--- config.mk ---
export PLATFORM = sky130hd
export DESIGN_NAME = idea_round_datapath
export DESIGN_NICKNAME = d
export VERILOG_FILES = /design/src/rtl/ird_pkg.sv /design/src/rtl/ird_mul_stage.sv /design/src/rtl/idea_round_datapath.sv
export SDC_FILE = /design/constraint.sdc
export NUM_CORES = 2
export LEC_CHECK = 0
export BUFFER_PORTS_ARGS = -buffer_cell sky130_fd_sc_hd__buf_2
export CAP_MARGIN = 40
export CORE_MARGIN = 2
export CORE_UTILIZATION = 60
export DETAILED_ROUTE_END_ITERATION = 16
export GPL_TIMING_DRIVEN = 0
export PLACE_DENSITY = 0.8
export REMOVE_ABC_BUFFERS = 1
export SKIP_CTS_REPAIR_TIMING = 1
export SLEW_MARGIN = 0
export SYNTH_ARGS = -nofsm -noshare
export SYNTH_HDL_FRONTEND = slang
export SYNTH_HIERARCHICAL = 1
export SYNTH_SLANG_ARGS = --single-unit
--- constraint.sdc ---
create_clock -name i_clk -period 17.96 [get_ports i_clk]
set_input_delay 2.694 -clock i_clk [delete_from_list [all_inputs] [get_ports i_clk]]
set_output_delay 2.694 -clock i_clk [all_outputs]
set_load 0.1 [all_outputs]
--- src/rtl/ird_pkg.sv ---
// Shared types and constants of the IDEA round datapath.
`timescale 1ns / 1ps

package ird_pkg;

    localparam int WORD_W = 16;
    localparam int PROD_W = 2 * WORD_W + 1;

    localparam logic OP_ROUND  = 1'b0;
    localparam logic OP_OUTPUT = 1'b1;

    typedef struct packed {
        logic              operation;
        logic [WORD_W-1:0] word_a;
        logic [WORD_W-1:0] word_b;
        logic [WORD_W-1:0] word_c;
        logic [WORD_W-1:0] word_d;
        logic [WORD_W-1:0] key_mul_first;
        logic [WORD_W-1:0] key_add_second;
        logic [WORD_W-1:0] key_add_third;
        logic [WORD_W-1:0] key_mul_last;
        logic [WORD_W-1:0] key_mix_first;
        logic [WORD_W-1:0] key_mix_second;
    } t_in_item;

    typedef struct packed {
        logic [WORD_W-1:0] out_a;
        logic [WORD_W-1:0] out_b;
        logic [WORD_W-1:0] out_c;
        logic [WORD_W-1:0] out_d;
    } t_out_item;

endpackage

--- src/rtl/ird_mul_stage.sv ---
// Registered 17x17 multiply of two IDEA words, with zero standing for 65536.
`timescale 1ns / 1ps

module ird_mul_stage (
    input  logic                        i_clk,
    input  logic                        i_en,
    input  logic [ird_pkg::WORD_W-1:0]  i_x,
    input  logic [ird_pkg::WORD_W-1:0]  i_y,
    output logic [ird_pkg::PROD_W-1:0]  o_prod
);

    logic [ird_pkg::WORD_W:0]   w_x;
    logic [ird_pkg::WORD_W:0]   w_y;
    logic [ird_pkg::PROD_W-1:0] n_prod;
    logic [ird_pkg::PROD_W-1:0] r_prod;

    always_comb begin
        w_x    = (i_x == '0) ? {1'b1, {ird_pkg::WORD_W{1'b0}}} : {1'b0, i_x};
        w_y    = (i_y == '0) ? {1'b1, {ird_pkg::WORD_W{1'b0}}} : {1'b0, i_y};
        n_prod = ird_pkg::PROD_W'(w_x * w_y);
    end

    always_ff @(posedge i_clk) begin
        if (i_en) begin
            r_prod <= n_prod;
        end
    end

    assign o_prod = r_prod;

endmodule

--- src/rtl/idea_round_datapath.sv ---
// Top level of the pipelined IDEA round datapath.
//
// One IDEA round, or the output transformation alone, on a 64-bit block.
// The input channel (i_in_valid, i_in_data, o_in_stall) carries the four data
// words, the six subkeys and the operation of one block per transfer. The
// output channel (o_out_valid, o_out_data, i_out_stall) returns the four result
// words of each block, in the order the blocks came in.
// The datapath is six register stages deep: the four modulo 65537
// multiplications, in three chained levels, each take one stage for the
// product and one for the reduction. One block can be taken in every cycle
// unless the input is stalled.
// Each stage moves forward whenever it is empty or the stage after it moves,
// so empty slots close up while the receiver stalls. The input stalls only
// when all six stages hold blocks and the output is stalled.
// Synchronous active-low reset empties the pipeline; no result is lost or
// repeated across a stall.
`timescale 1ns / 1ps

module idea_round_datapath (
    input  logic              i_clk,
    input  logic              i_rst_n,
    input  logic              i_in_valid,
    input  ird_pkg::t_in_item i_in_data,
    output logic              o_in_stall,
    output logic              o_out_valid,
    output ird_pkg::t_out_item o_out_data,
    input  logic              i_out_stall
);

    localparam int NSTG = 6;
    localparam int W    = ird_pkg::WORD_W;

    function automatic logic [W-1:0] mod_reduce(input logic [ird_pkg::PROD_W-1:0] p);
        logic [W+1:0] diff;
        diff = {2'b00, p[W-1:0]} - {1'b0, p[ird_pkg::PROD_W-1:W]};
        if (diff[W+1]) begin
            diff = diff + (W+2)'((1 << W) + 1);
        end
        return diff[W-1:0];
    endfunction

    logic [NSTG-1:0] r_vld;
    logic [NSTG-1:0] w_adv;

    always_comb begin
        w_adv[NSTG-1] = !r_vld[NSTG-1] || !i_out_stall;
        for (int k = NSTG - 2; k >= 0; k--) begin
            w_adv[k] = !r_vld[k] || w_adv[k+1];
        end
    end

    always_ff @(posedge i_clk) begin
        if (!i_rst_n) begin
            r_vld <= '0;
        end else begin
            if (w_adv[0]) begin
                r_vld[0] <= i_in_valid;
            end
            for (int k = 1; k < NSTG; k++) begin
                if (w_adv[k]) begin
                    r_vld[k] <= r_vld[k-1];
                end
            end
        end
    end

    assign o_in_stall  = !w_adv[0];
    assign o_out_valid = r_vld[NSTG-1];

    // Stage 0: half-round products and additions.
    logic [ird_pkg::PROD_W-1:0] w0_pa;
    logic [ird_pkg::PROD_W-1:0] w0_pd;
    logic         r0_op;
    logic [W-1:0] r0_hb, r0_hc, r0_k5, r0_k6;

    ird_mul_stage u_mul_a (
        .i_clk  (i_clk),
        .i_en   (w_adv[0]),
        .i_x    (i_in_data.word_a),
        .i_y    (i_in_data.key_mul_first),
        .o_prod (w0_pa)
    );

    ird_mul_stage u_mul_d (
        .i_clk  (i_clk),
        .i_en   (w_adv[0]),
        .i_x    (i_in_data.word_d),
        .i_y    (i_in_data.key_mul_last),
        .o_prod (w0_pd)
    );

    always_ff @(posedge i_clk) begin
        if (w_adv[0]) begin
            r0_op <= i_in_data.operation;
            r0_hb <= i_in_data.word_c + i_in_data.key_add_second;
            r0_hc <= i_in_data.word_b + i_in_data.key_add_third;
            r0_k5 <= i_in_data.key_mix_first;
            r0_k6 <= i_in_data.key_mix_second;
        end
    end

    // Stage 1: reduce the half-round products, form the mixing inputs.
    logic [W-1:0] n1_ha, n1_hd;
    logic         r1_op;
    logic [W-1:0] r1_ha, r1_hb, r1_hc, r1_hd, r1_p, r1_q, r1_k5, r1_k6;

    assign n1_ha = mod_reduce(w0_pa);
    assign n1_hd = mod_reduce(w0_pd);

    always_ff @(posedge i_clk) begin
        if (w_adv[1]) begin
            r1_op <= r0_op;
            r1_ha <= n1_ha;
            r1_hb <= r0_hb;
            r1_hc <= r0_hc;
            r1_hd <= n1_hd;
            r1_p  <= n1_ha ^ r0_hb;
            r1_q  <= r0_hc ^ n1_hd;
            r1_k5 <= r0_k5;
            r1_k6 <= r0_k6;
        end
    end

    // Stage 2: first mixing product.
    logic [ird_pkg::PROD_W-1:0] w2_ps;
    logic         r2_op;
    logic [W-1:0] r2_ha, r2_hb, r2_hc, r2_hd, r2_q, r2_k6;

    ird_mul_stage u_mul_s (
        .i_clk  (i_clk),
        .i_en   (w_adv[2]),
        .i_x    (r1_p),
        .i_y    (r1_k5),
        .o_prod (w2_ps)
    );

    always_ff @(posedge i_clk) begin
        if (w_adv[2]) begin
            r2_op <= r1_op;
            r2_ha <= r1_ha;
            r2_hb <= r1_hb;
            r2_hc <= r1_hc;
            r2_hd <= r1_hd;
            r2_q  <= r1_q;
            r2_k6 <= r1_k6;
        end
    end

    // Stage 3: reduce s and add q.
    logic [W-1:0] n3_s;
    logic         r3_op;
    logic [W-1:0] r3_ha, r3_hb, r3_hc, r3_hd, r3_s, r3_sum, r3_k6;

    assign n3_s = mod_reduce(w2_ps);

    always_ff @(posedge i_clk) begin
        if (w_adv[3]) begin
            r3_op  <= r2_op;
            r3_ha  <= r2_ha;
            r3_hb  <= r2_hb;
            r3_hc  <= r2_hc;
            r3_hd  <= r2_hd;
            r3_s   <= n3_s;
            r3_sum <= n3_s + r2_q;
            r3_k6  <= r2_k6;
        end
    end

    // Stage 4: second mixing product.
    logic [ird_pkg::PROD_W-1:0] w4_pt;
    logic         r4_op;
    logic [W-1:0] r4_ha, r4_hb, r4_hc, r4_hd, r4_s;

    ird_mul_stage u_mul_t (
        .i_clk  (i_clk),
        .i_en   (w_adv[4]),
        .i_x    (r3_sum),
        .i_y    (r3_k6),
        .o_prod (w4_pt)
    );

    always_ff @(posedge i_clk) begin
        if (w_adv[4]) begin
            r4_op <= r3_op;
            r4_ha <= r3_ha;
            r4_hb <= r3_hb;
            r4_hc <= r3_hc;
            r4_hd <= r3_hd;
            r4_s  <= r3_s;
        end
    end

    // Stage 5: reduce t, form u and apply the mixing layer (passed by for the output transformation).
    logic [W-1:0]       n5_t, n5_u;
    ird_pkg::t_out_item n5_out;
    ird_pkg::t_out_item r5_out;

    always_comb begin
        n5_t = mod_reduce(w4_pt);
        n5_u = r4_s + n5_t;
        if (r4_op == ird_pkg::OP_OUTPUT) begin
            n5_out.out_a = r4_ha;
            n5_out.out_b = r4_hb;
            n5_out.out_c = r4_hc;
            n5_out.out_d = r4_hd;
        end else begin
            n5_out.out_a = r4_ha ^ n5_t;
            n5_out.out_b = r4_hb ^ n5_t;
            n5_out.out_c = r4_hc ^ n5_u;
            n5_out.out_d = r4_hd ^ n5_u;
        end
    end

    always_ff @(posedge i_clk) begin
        if (w_adv[5]) begin
            r5_out <= n5_out;
        end
    end

    assign o_out_data = r5_out;

    a_empty_no_stall: assert property (@(posedge i_clk) disable iff (!i_rst_n)
        (r_vld == '0) |-> !o_in_stall)
        else $error("input stalled while the pipeline is empty");

    a_stall_means_full: assert property (@(posedge i_clk) disable iff (!i_rst_n)
        o_in_stall |-> ($countones(r_vld) == NSTG && i_out_stall))
        else $error("input stalled with a free stage in the pipeline");

    a_accept_enters: assert property (@(posedge i_clk) disable iff (!i_rst_n)
        (i_in_valid && !o_in_stall) |=> r_vld[0])
        else $error("accepted transfer did not enter the first stage");

    a_no_drop: assert property (@(posedge i_clk) disable iff (!i_rst_n)
        (r_vld[NSTG-2] && !w_adv[NSTG-1]) |=> r_vld[NSTG-2])
        else $error("block lost while the output stage was held");

endmodule

# After elaboration in Yosys (flattened, before gate mapping)
# Index checks and enable logic that the tools add are counted.
[word_totals]
elab_cells = 106
output_inout_bits = 66
inputBits = 165
register_bits = 687
[classes]
add_sub_neg = 12
reduce_logical = 22
n_bitwise = 6
mux = 13
mul = 4
[op_table]
columns = ["operator", "count"]
rows = [
  ["$mux W17", 8],
  ["$mul A17 B17 Y33", 4],
  ["$logic_not A16 Y1", 8],
  ["$xor A16 B16 Y16", 6],
  ["$sub A16 B17 Y18", 4],
  ["$add A16 B1 Y16 const B", 4],
  ["$add A16 B16 Y16", 4],
  ["$mux W16", 4],
  ["$mux W64", 1],
  ["$logic_not A1 Y1", 8],
  ["$logic_or A1 B1 Y1", 6],
]

# Depth between registers and ports, before layout
[depth]
ltp_word = 8
ltp_mapped = 26
ltp_nobuf = 22

# Hierarchy
# The synthesis kept the hierarchy.
[modules_own_cells]
columns = ["module", "n_inst", "cells_per_inst", "seq_area_each_um2", "area_each_um2"]
rows = [
  ["idea_round_datapath", 1, 1683, 16605.9, 24782.5],
  ["ird_mul_stage (u_mul_a ...)", 2, 1138, 991.0, 10458.8],
  ["ird_mul_stage (u_mul_s)", 1, 1143, 991.0, 10543.9],
  ["ird_mul_stage (u_mul_t)", 1, 1155, 991.0, 10493.8],
]

# Least setup slack after synthesis
# Ideal clock, no wire load.
[synth_path]
path_type = "input-to-output"
from = "input i_out_stall"
to = "output o_in_stall"
t_required_ps = 15266
path_slack_ps = 6907
path_buffers = 0
t_arrival_ps = 8359
stages = 4
path_cell_list = "and3_1 > and3_1 > nand3_1 > inv_1"
[synth_between]
elab_chain_cells = 8
[synth_lines]
columns = ["item", "line", "text"]
rows = [
  ["from (decl)", "idea_round_datapath.sv:27", "input logic i_out_stall"],
  ["$logic_not A1 Y1", "idea_round_datapath.sv:46", "w_adv[NSTG-1] = !r_vld[NSTG-1] || !i_out_stall;"],
  ["$logic_or A1 B1 Y1", "idea_round_datapath.sv:46", ""],
  ["$logic_or A1 B1 Y1 (5 in series)", "idea_round_datapath.sv:48", "w_adv[k] = !r_vld[k] || w_adv[k+1];"],
  ["via w_adv[0]", "idea_round_datapath.sv:43", "logic [NSTG-1:0] w_adv;"],
  ["$logic_not A1 Y1", "idea_round_datapath.sv:67", "assign o_in_stall = !w_adv[0];"],
  ["to (decl)", "idea_round_datapath.sv:24", "output logic o_in_stall,"],
]
# The timed path passes the listed nets, and every way through them passes these cells.

# Worst setup path after layout
[layout_path]
from = "input i_in_data[111] in the netlist's numbering"
to = "register u_mul_d.r_prod (netlist bit u_mul_d/o_prod[31]), data pin"
[layout_between]
elab_chain_cells = 3
[layout_lines]
columns = ["item", "line", "text"]
rows = [
  ["from (decl)", "idea_round_datapath.sv:23", "input ird_pkg::t_in_item i_in_data,"],
  ["$logic_not A16 Y1", "ird_mul_stage.sv:18", "w_x = (i_x == '0) ? {1'b1, {ird_pkg::WORD_W{1'b0}}} : {1'b0, i_x};"],
  ["$mux W17 *", "ird_mul_stage.sv:18", ""],
  ["$mul A17 B17 Y33 *", "ird_mul_stage.sv:20", "n_prod = ird_pkg::PROD_W'(w_x * w_y);"],
  ["via u_mul_d.n_prod (one bit)", "ird_mul_stage.sv:14", "logic [ird_pkg::PROD_W-1:0] n_prod;"],
  ["to (signal assigned)", "ird_mul_stage.sv:25", "r_prod <= n_prod;"],
  ["to (decl)", "ird_mul_stage.sv:15", "logic [ird_pkg::PROD_W-1:0] r_prod;"],
]
# Mark *: on every way through the listed nets, which the timed path passes. The rest lies on a longest branch.
# A chain may end at the register's enable or synchronous reset.

==> parameters.txt <==
Parameter                              Value

Cells and area
  Nets ... 7980
  Fraction of layout cells with a size suffix above 1 ... 0.0679
  Synth-to-Final Area Change ... 7.53%

Worst setup path
  Highest net fanout along the worst path ... 18
  Worst setup path startpoint ... i_in_data[111]
  Critical-path cell list ... buf_2 > nor4_1 > and4_1 > nand2_1 > fa_1 > fa_1 > inv_1 > fa_1 > fa_1 > fa_1 > inv_1 > fa_1 > inv_1 > ha_1 > nand2_1 > o21ai_1 > o41ai_1 > and2b_2 > o31ai_2 > o21bai_1 > nor4b_1 > or3_1
  CP most frequent cell ... sky130_fd_sc_hd__fa_1
  Endpoint required time on the critical path ... 18320 ps
  Crit path largest cell delay ... 780 ps
  Worst Setup Start Kind ... input port
  Combined buffer and inverter count along the critical path ... 4
  Kind of end point of the critical path ... register
  Setup slack of the most critical reg-to-reg path ... 10400 ps
  Start of the worst register-to-register path ... r3_sum[3]
  Critical path's slowest cell ... sky130_fd_sc_hd__and4_1
  Top delay family on crit path ... adder cells
  Reg2Reg Depth ... 19
  Endpoint of the worst-slack reg-to-reg timing path ... u_mul_t/o_prod[31]
  Critical path arrival ... 9720 ps
  Type of the setup path with the least slack ... input port to register

Synthesis
  Share of synthesized area occupied by flip-flops and latches ... 0.308
  Cell taking the most area after synthesis ... sky130_fd_sc_hd__edfxtp_1
  Area share of the leading cell type in the synthesized netlist ... 0.306
  Top_reg_cell synth ... sky130_fd_sc_hd__edfxtp_1
  Post-synthesis sequential element count ... 687
  Cell types with the largest area share after synthesis ... sky130_fd_sc_hd__edfxtp_1, sky130_fd_sc_hd__fa_1, sky130_fd_sc_hd__ha_1
  Async set or reset register ratio after synthesis ... 0
  Post-Syn Area per Cell ... 10.7 µm²
  Synthesized netlist cell count ... 6257
  Library cells used by synthesis ... 100
  Number of enable flip-flop cells after synthesis ... 681
  Total standard cell area after synthesis ... 66700 µm²
  Number of warnings issued by yosys ... 6

CTS
  Clock transition at path regs ... 60 ps
  TritonCTS buffer count ... 69
  Maximum buffer depth of the clock tree ... 3
  Number of levels in the clock H-tree ... 3
  Cell at the root of the clock tree ... sky130_fd_sc_hd__clkbuf_16
  Total clock sinks ... 687
  Clk Latency, worst-skew pair ... 640 ps
  TritonCTS clock tree ... yes

STA
  Setup repair after global routing missed its margin ... no
  Tightest Pin Transition ... 968 ps
  Minimum clock period ... 9360 ps
  Maximum frequency from static timing analysis ... 107 MHz
  Setup violations, final ... 0
  Setup_tns ... 0 ps
  Slew Limit Fails ... 0
  Post-route clock period utilization ... 0.521
  Post-Route Skew ... 28.1 ps
  Max-slew headroom at the worst pin ... 0.355
  Final hold vios ... 0

Placed design
  Post-DP HPWL ... 114000 µm
  Number of buffer cells added on primary ports ... 230
  Final weighted congestion in routability-driven placement ... 0.921

Route
  Total via count in the routed design ... 44489
  Post-route antenna net violation count ... 0
  Remaining routing DRC violations ... 0
  Number of search-and-repair iterations in the first detailed-routing pass ... 6
  Wirelength per Cell ... 19.0 µm
  Number of violations reported at the end of detailed-routing iteration 0 ... 3390
  Vias per cell ... 5.62
  Total routed wirelength ... 151000 µm

Min path
  Worst hold path stage count ... 0
  Capture endpoint of the worst hold path ... r4_hc[10]
  Worst Hold Launch ... r3_hc[10]
  Min-Delay Path Class ... register to register

Job
  Maximum Capacitance Violations ... 0

Die
  Horizontal extent of the die ... 338 µm
  Initial cell density of the core ... 0.604
  Height of the chip ... 338 µm
  Die footprint ... 114000 µm²
  I/O pin count ... 231
  Number of placement rows ... 122
  Placeable core region ... 111000 µm²

Global routing
  Vias in the first global route ... 46926
  Largest net degree at the start of global routing ... 96
  First-pass GRT wire length ... 243000 µm
  Residual overflow from global routing ... 0
  Global-route total usage across every layer ... 0.270
  Initial antenna violation count ... 7

Outcome
  Status ... complete, no violations
[layout make-up]
cell class                      count  area (µm²)
Inverter                         1212        4560
Clock inverter                     48         586
Tap cell                         1488        1860
Multi-Input combinational cell   4152       40900
Sequential cell                   687       20600
Fill cell                        8411       38800
Antenna cell                        2        5.00
Clock buffer                       77        1760
Timing Repair Buffer              248        1560
[logic make-up (layout without fill, tap and decap cells)]
group,Yosys count,count (layout),share of synthesized area
multiplexers,6,6,0.00103
XOR/XNOR,368,368,0.0490
adder cells (fa/ha/maj),1445,1445,0.372
buffers and inverters,1418,1585,0.0800
AND/OR/NAND/NOR,1778,1778,0.133
AO/OA/AOI/OAI,555,555,0.0564
flip-flops,687,687,0.308
other,0,2,0
[cells in the final DEF, fill, tap and decap left out, drive strengths merged, types with 23 or more instances in the layout]
master,n
a21o,95
a21oi,168
and2,491
buf,248
clkbuf,77
edfxtp,681
fa,900
ha,545
inv,1221
nand2,811
nand2b,35
nand3,50
nand4,26
nor2,124
nor2b,45
nor3,53
nor4,44
o21a,30
o21ai,94
o21bai,23
xnor2,195
xor2,170
[per-stage QoR]
stage | area [µm²] | cells | setup slack, ps | util | hold WS (ps)
3_3_place_gp | 69000 | 7769 | 6200 | 0.624 | 400
2_1_floorplan | 65900 | 6051 | 6910 | - | 400
4_1_cts | 71800 | 7912 | 8730 | 0.649 | 389
6_report | 71800 | 7914 | 8600 | 0.649 | 395
5_1_grt | 71800 | 7912 | 8340 | 0.649 | 395
3_5_place_dp | 69400 | 7787 | 8080 | 0.628 | 405
[worst register-to-register path, delay by kind of cell, from the launching register on]
family / cells / cell delay, ps
and+or+nand+nor: 6 / 2420
DFF: 1 / 790
adders and majority gates: 7 / 3430
buffers and inverters: 3 / 140
AOI/OAI and AO/OA: 3 / 590
[cell usage after synthesis, drive strengths merged, types with 6 or more instances]
| cell | count |
|---|---|
| nor4b | 9 |
| o311ai | 6 |
| nand4b | 7 |
| and2 | 491 |
| o21ai | 94 |
| or3 | 9 |
| or2 | 12 |
| nand2 | 811 |
| o21a | 30 |
| o21bai | 23 |
| o2111ai | 10 |
| nand2b | 35 |
| o211ai | 21 |
| nand3 | 50 |
| and3 | 19 |
| a21o | 95 |
| a21oi | 168 |
| a31o | 9 |
| xnor2 | 195 |
| o31ai | 10 |
| and4 | 13 |
| dfxtp | 6 |
| nor3 | 53 |
| inv | 1212 |
| ha | 545 |
| a2111oi | 9 |
| fa | 900 |
| a31oi | 12 |
| nor4 | 44 |
| nor2 | 124 |
| a21boi | 8 |
| xor2 | 170 |
| nand4 | 26 |
| edfxtp | 681 |
| a211oi | 11 |
| nor3b | 8 |
| nor2b | 45 |
| clkbuf | 202 |
[flip-flops by register name, summed over array words and instances, names as in the netlist, 33 cells and up]
name and flops:
o_out_data 64, u_mul_a/o_prod 33, u_mul_d/o_prod 33, u_mul_s/o_prod 33, u_mul_t/o_prod 33
[worst max path at each step]
stage,end,depth (start not counted)
finish,u_mul_d/o_prod[31],22
global route,u_mul_d/o_prod[31],22
CTS,u_mul_d/o_prod[31],22
detailed placement,u_mul_d/o_prod[31],22
global placement,o_in_stall,6
floorplan,o_in_stall,4
[layer usage]
layer | global-route usage | up-vias | wire length [µm] | share of wire
met3 | 0.0422 | 335 | 11600 | 0.077
met1 | 0.358 | 22253 | 60600 | 0.40
met4 | 0.0975 | 10 | 5030 | 0.033
li1 | - | 20092 | - | -
met5 | 0 | - | 61 | 0.00040
met2 | 0.453 | 1799 | 73400 | 0.49
Power is not shown: default switching activity piles up to over one toggle a cycle in this logic, so the estimate is an artifact.
